==> config.mk <==
export PLATFORM = sky130hd
export DESIGN_NAME = md5ps_fifo
export DESIGN_NICKNAME = d
export VERILOG_FILES = /design/src/sv/md5ps_pkg.sv /design/src/sv/md5ps_fifo.sv
export SDC_FILE = /design/constraint.sdc
export NUM_CORES = 1
export LEC_CHECK = 0
export ABC_AREA = 1
export BUFFER_PORTS_ARGS = -buffer_cell sky130_fd_sc_hd__buf_2
export CORE_UTILIZATION = 50
export DETAILED_ROUTE_END_ITERATION = 7
export PLACE_DENSITY = 0.76
export SYNTH_ARGS = -nofsm -noshare
export SYNTH_HDL_FRONTEND = slang
export SYNTH_SLANG_ARGS = --single-unit
==> constraint.sdc <==
create_clock -name clk -period 11.4 [get_ports clk]
set_input_delay 1.71 -clock clk [delete_from_list [all_inputs] [get_ports clk]]
set_output_delay 1.71 -clock clk [all_outputs]
set_load 0.02 [all_outputs]
==> src/sv/md5ps_pkg.sv <==
// ============================================================================
// md5ps_pkg
// Shared types, constants and MD5 round tables for the password search core.
// ============================================================================
package md5ps_pkg;

    // command codes
    localparam logic CMD_LOAD = 1'b0;
    localparam logic CMD_TRY  = 1'b1;

    // candidate expansion
    localparam int          RADIX        = 26;
    localparam logic [7:0]  CHAR_A       = 8'h61;
    localparam logic [31:0] RECIP_RADIX  = 32'd2643056797; // floor(2^36 / 26)
    localparam int          RECIP_SHIFT  = 36;

    // stream widths
    localparam int IN_DATA_W  = 168;
    localparam int OUT_DATA_W = 64;
    localparam int CAND_W     = 29;
    localparam int TEXT_W     = 48;
    localparam int MAX_LEN    = 8;

    // MD5 initial chaining values
    localparam logic [31:0] IV_A = 32'h67452301;
    localparam logic [31:0] IV_B = 32'hefcdab89;
    localparam logic [31:0] IV_C = 32'h98badcfe;
    localparam logic [31:0] IV_D = 32'h10325476;

    // queue between front and back
    localparam int QDEPTH = 2;

    typedef struct packed {
        logic                   cmd;
        logic [3:0]             slot;
        logic [63:0]            dig_hi;
        logic [63:0]            dig_lo;
        logic [MAX_LEN*8-1:0]   letters;   // byte i = letter i of the message
    } queue_entry_t;

    typedef enum logic [1:0] {
        F_IDLE,
        F_CONV,
        F_PUSH
    } front_state_t;

    typedef enum logic [1:0] {
        B_IDLE,
        B_HASH,
        B_FIN,
        B_CMP
    } back_state_t;

    // per-round additive constants
    function automatic logic [31:0] md5_k(input logic [5:0] i);
        logic [31:0] k;
        unique case (i)
            6'd0:  k = 32'hd76aa478; 6'd1:  k = 32'he8c7b756;
            6'd2:  k = 32'h242070db; 6'd3:  k = 32'hc1bdceee;
            6'd4:  k = 32'hf57c0faf; 6'd5:  k = 32'h4787c62a;
            6'd6:  k = 32'ha8304613; 6'd7:  k = 32'hfd469501;
            6'd8:  k = 32'h698098d8; 6'd9:  k = 32'h8b44f7af;
            6'd10: k = 32'hffff5bb1; 6'd11: k = 32'h895cd7be;
            6'd12: k = 32'h6b901122; 6'd13: k = 32'hfd987193;
            6'd14: k = 32'ha679438e; 6'd15: k = 32'h49b40821;
            6'd16: k = 32'hf61e2562; 6'd17: k = 32'hc040b340;
            6'd18: k = 32'h265e5a51; 6'd19: k = 32'he9b6c7aa;
            6'd20: k = 32'hd62f105d; 6'd21: k = 32'h02441453;
            6'd22: k = 32'hd8a1e681; 6'd23: k = 32'he7d3fbc8;
            6'd24: k = 32'h21e1cde6; 6'd25: k = 32'hc33707d6;
            6'd26: k = 32'hf4d50d87; 6'd27: k = 32'h455a14ed;
            6'd28: k = 32'ha9e3e905; 6'd29: k = 32'hfcefa3f8;
            6'd30: k = 32'h676f02d9; 6'd31: k = 32'h8d2a4c8a;
            6'd32: k = 32'hfffa3942; 6'd33: k = 32'h8771f681;
            6'd34: k = 32'h6d9d6122; 6'd35: k = 32'hfde5380c;
            6'd36: k = 32'ha4beea44; 6'd37: k = 32'h4bdecfa9;
            6'd38: k = 32'hf6bb4b60; 6'd39: k = 32'hbebfbc70;
            6'd40: k = 32'h289b7ec6; 6'd41: k = 32'heaa127fa;
            6'd42: k = 32'hd4ef3085; 6'd43: k = 32'h04881d05;
            6'd44: k = 32'hd9d4d039; 6'd45: k = 32'he6db99e5;
            6'd46: k = 32'h1fa27cf8; 6'd47: k = 32'hc4ac5665;
            6'd48: k = 32'hf4292244; 6'd49: k = 32'h432aff97;
            6'd50: k = 32'hab9423a7; 6'd51: k = 32'hfc93a039;
            6'd52: k = 32'h655b59c3; 6'd53: k = 32'h8f0ccc92;
            6'd54: k = 32'hffeff47d; 6'd55: k = 32'h85845dd1;
            6'd56: k = 32'h6fa87e4f; 6'd57: k = 32'hfe2ce6e0;
            6'd58: k = 32'ha3014314; 6'd59: k = 32'h4e0811a1;
            6'd60: k = 32'hf7537e82; 6'd61: k = 32'hbd3af235;
            6'd62: k = 32'h2ad7d2bb; 6'd63: k = 32'heb86d391;
            default: k = 32'h0;
        endcase
        return k;
    endfunction

    // rotate amounts, indexed by {round group, round[1:0]}
    function automatic logic [4:0] md5_rot(input logic [3:0] i);
        logic [4:0] s;
        unique case (i)
            4'd0:  s = 5'd7;  4'd1:  s = 5'd12; 4'd2:  s = 5'd17; 4'd3:  s = 5'd22;
            4'd4:  s = 5'd5;  4'd5:  s = 5'd9;  4'd6:  s = 5'd14; 4'd7:  s = 5'd20;
            4'd8:  s = 5'd4;  4'd9:  s = 5'd11; 4'd10: s = 5'd16; 4'd11: s = 5'd23;
            4'd12: s = 5'd6;  4'd13: s = 5'd10; 4'd14: s = 5'd15; 4'd15: s = 5'd21;
            default: s = 5'd0;
        endcase
        return s;
    endfunction

endpackage

==> src/sv/md5ps_fifo.sv <==
// ============================================================================
// md5ps_fifo
// Short queue of decoded commands between the front and the hash back end.
// ============================================================================
module md5ps_fifo
    import md5ps_pkg::*;
(
    input  logic          clk,
    input  logic          rst_n,
    input  logic          push,
    input  queue_entry_t  push_data,
    output logic          full,
    input  logic          pop,
    output queue_entry_t  pop_data,
    output logic          empty
);

    localparam int PW = $clog2(QDEPTH);

    queue_entry_t         mem [QDEPTH];
    logic [PW-1:0]        wr_reg, wr_next;
    logic [PW-1:0]        rd_reg, rd_next;
    logic [PW:0]          cnt_reg, cnt_next;

    assign full     = (cnt_reg == (PW+1)'(QDEPTH));
    assign empty    = (cnt_reg == '0);
    assign pop_data = mem[rd_reg];

    always_comb
    begin
        wr_next  = push ? wr_reg + PW'(1) : wr_reg;
        rd_next  = pop  ? rd_reg + PW'(1) : rd_reg;
        cnt_next = cnt_reg + (PW+1)'(push) - (PW+1)'(pop);
    end

    always_ff @(posedge clk or negedge rst_n)
    begin
        if (!rst_n)
        begin
            wr_reg  <= '0;
            rd_reg  <= '0;
            cnt_reg <= '0;
        end
        else
        begin
            wr_reg  <= wr_next;
            rd_reg  <= rd_next;
            cnt_reg <= cnt_next;
        end
    end

    // storage
    always_ff @(posedge clk)
    begin
        if (push)
        begin
            mem[wr_reg] <= push_data;
        end
    end

endmodule

Yosys cells after proc, flatten, opt, wreduce, memory -nomap -nowiden
Memories as Yosys holds them, arrays and structs flattened.
Index checks and enable logic that the tools add are counted.
- output and inout port bits: 199
- bits of input ports: 201
- flip-flop bits (word level): 4
- bits in writable memories: 394
- memories kept: 1
- logic and storage cells: 12
- reductions and logical operators: 1
- add/sub/neg operators: 4
- mux-type cells: 2
- equality and inequality tests: 1
- memory list (name ; words ; width ; read ports ; clocked after Yosys merged registers in ; wr ports ; RTL line ; source):
    mem ; 2 ; 197 ; 1 ; 0 ; 1 ; md5ps_fifo.sv:20 ; queue_entry_t mem [QDEPTH];
- operator list (kind ; count):
    $add 1x1->1 const B ; 2
    $add 2x1->2 ; 1
    $eq 2x2->1 const B ; 1
    $logic_not 2->1 ; 1
    $mux 1 ; 2
    $sub 2x1->2 ; 1

Longest topological paths before layout
- depth in word-level cells: 2
- gate-level depth with buffers: 7
- depth with buffers taken out: 7

Worst setup path after synthesis
OpenSTA, ideal clock, no wires.
- path type: input port to flip-flop
- from: input port push
- to: memory mem[0][0] (netlist name), enable pin
- library setup time: 0.763 ns
- data required time: 10.637 ns
- stages: 2
- buffers on the path: 0
- data arrival time: 9.982 ns
- slack: 0.655 ns
- cell sequence: inv_1 > nor2_1
- cells in the longest elaborated chain, start to end: 2
- RTL lines (item ; RTL line ; source):
    from (decl) ; md5ps_fifo.sv:10 ; input logic push,
    $mux 1 ; md5ps_fifo.sv:55 ; if (push)
    $mux 1 (not written as such) ; md5ps_fifo.sv:57 ; mem[wr_reg] <= push_data;
    to (decl) ; md5ps_fifo.sv:20 ;
No other way between the ends.

==> flow_metrics.tcl <==
set metrics [dict create \
    outcome "complete, no violations" \
    io-pin-count 400 \
    synthCells 1054 \
    clock_latency_ps 510 \
    worst_pin_slew_ps 1420 \
    cts_root_buf "clkbuf_16" \
    ff2ff_path_depth 3 \
    finalCriticalPeriod_ps 4510 \
    setup_ws_ps 6890 \
    rows 62 \
    irDropWorstVdd_mv 0.333 \
    synth_cell_type_count 13 \
    yosys.area.top_type "edfxtp_1" \
    initialDrtViolationCount 681 \
    cts.sinks 398 \
    setup_viol 0 \
    final_nets 1658 \
    required_ps 9690 \
    portBuffers 399 \
    drc_errors 0 \
    drive_gt1_frac 0.308 \
    finalWeightedCongestion 0.814 \
    pre_cts_slack_ps 7430 \
    synth-seq-area-share 0.798 \
    start_util 0.514 \
    routed_wl_microns 30200 \
    crit_type "reg2out" \
    critPathLaunchType "flop" \
    fin_hold_ws_ps 558 \
    hpwl_microns 19800 \
    first_pass_iters 5 \
    period_share 0.395 \
    finClkSkew_ps 11.4 \
    p_leak_nw 7.78 \
    slew_viol_final 0 \
    synth_area_leaders "edfxtp_1 79%, inv_1 5.1%, o21ai_1 5.1%" \
    post-cts-setup-buffers 0 \
    nFillCells 2134 \
    synth_warnings 0 \
    grt_pass1_vias 8922 \
    ant_nets 0 \
    grt_pass1_wl_microns 45500 \
    met1_usage 0.220 \
    vias_per_cell 4.83 \
    cap_viol_max_count 0 \
    top_usage_layer "met2" \
    cts_resized 0 \
    cts.clk_slew.worst_paths_ps 60 \
    grt_max_degree 225 \
    grt_use_total 0.194 \
    die_y_microns 175 \
    synth_fp_nets 1257 \
    cts_hold_buf 0 \
    synth_top_area_share 0.791 \
    final_hold_viol_count 0 \
    critPathMaxFanout 224 \
    syn_to_final_growth_pct 21.9 \
    dieArea_sq_um 30600 \
    largest_reg_flops 394 \
    hp-class "reg2reg" \
    slew_headroom 0.0518 \
    numCtsBuffers 40 \
    worst_ep_arrival_time_ps 2800 \
    fin_total_pwr_mw 4.79 \
    grtUsageMet3 0.0646 \
    antenna_found_initial 9 \
    use_met2 0.341 \
    die_w_microns 175 \
    ys_ff_latch 398 \
    htree_levels 2 \
    critPathCaptureType "output pin" \
    cts_tree "built" \
    finalSetupTns_ps 0 \
    grt_overflow 0 \
    wl_per_cell_microns 16.1 \
    powerDensity_nw_per_um2 263 \
    avgSynthCellArea_sq_um 14.2 \
    r2r_setup_slack_ps 8870 \
    clock_path_buffers 3 \
    min_path_cells 1 \
    max_freq_ghz 0.222 \
    vias 9042 \
    rsz0062_at_grt "false" \
    core_area_sq_um 29100 \
    syn_area_sq_um 15000 \
]
[worst max-delay path, cell delays in order, from the launching register on]
cell and delay [ps]:
dfrtp_4 900, buf_12 600, nand2_1 120, o21ai_1 170, buf_2 210
[area by class of cell]
type / count / area, sq um / area share
Sequential cell: 398 / 11900 / 0.655
Timing Repair Buffer: 403 / 2050 / 0.113
Multi-Input combinational cell: 408 / 1810 / 0.0996
Clock buffer: 49 / 1060 / 0.0580
Inverter: 204 / 773 / 0.0424
Tap cell: 384 / 480 / 0.0264
Clock inverter: 20 / 97.6 / 0.00536
Antenna cell: 5 / 12.5 / 0.000687
[placed cells by master, fill, tap and decap left out, types with 3 or more instances in the layout]
cell       synthesis  routed
edfxtp_1         394     394
clkbuf_1           4       8
clkinv_1           0      10
o21ai_1          153     153
inv_1            204     203
buf_2              0     399
dfrtp_1            4       3
clkbuf_16          0      41
diode_2            0       5
clkinv_2           0       7
o21ai_0           44      44
nand2_1          203     203
[power by group]
group	switching (mW)	internal [mW]
logic	1.15	0.437
registers	0.102	1.95
clock network	0.501	0.656
total	1.75	3.04
[synth_stat cells]
cell / n
xor2_1: 2
ha_1: 2
nand2_1: 203
edfxtp_1: 394
inv_1: 204
buf_4: 5
o21ai_1: 153
nor2_1: 3
o21ai_0: 44
nand3_1: 1
dfrtp_1: 4
clkbuf_1: 4
buf_6: 35
[per-layer routing]
| layer | share of wire | wire, microns |
|---|---|---|
| met2 | 0.51 | 15300 |
| met5 | 0.0017 | 52 |
| met1 | 0.37 | 11000 |
| met4 | 0.025 | 746 |
| met3 | 0.10 | 3090 |
[kinds of logic (layout without fill, tap and decap cells)]
group	Yosys count	count (layout)	synth area share
AOI/OAI and AO/OA	197	197	0.0659
xor gates and xnor gates	2	2	0.00117
adders and majority gates	2	2	0.00167
buffers and inverters	248	676	0.0811
DFF	398	398	0.798
other	0	5	0
and+or+nand+nor	207	207	0.0521
[final timing paths]
| kind | startpoint | end |
|---|---|---|
| setup reg to reg | wr_reg$_DFFE_PN0P_ | mem[1][82]$_DFFE_PP_ |
| hold reg to reg | wr_reg$_DFFE_PN0P_ | wr_reg$_DFFE_PN0P_ |
| hold / removal | wr_reg$_DFFE_PN0P_ | wr_reg$_DFFE_PN0P_ |
| setup / recovery | rd_reg$_DFFE_PN0P_ | pop_data[59] |
| max in group asynchronous | rst_n | rd_reg$_DFFE_PN0P_ |
| min in group asynchronous | rst_n | wr_reg$_DFFE_PN0P_ |
[stage by stage]
stage | std cells | util | cell area, sq um
final | 1871 | 0.626 | 18200
after detailed placement | 1797 | 0.586 | 17100
after global routing | 1869 | 0.626 | 18200
after global placement | 1797 | 0.586 | 17100
after CTS | 1866 | 0.626 | 18200
after floorplan | 1054 | - | 15000
Power figures use the tool's default switching activity.
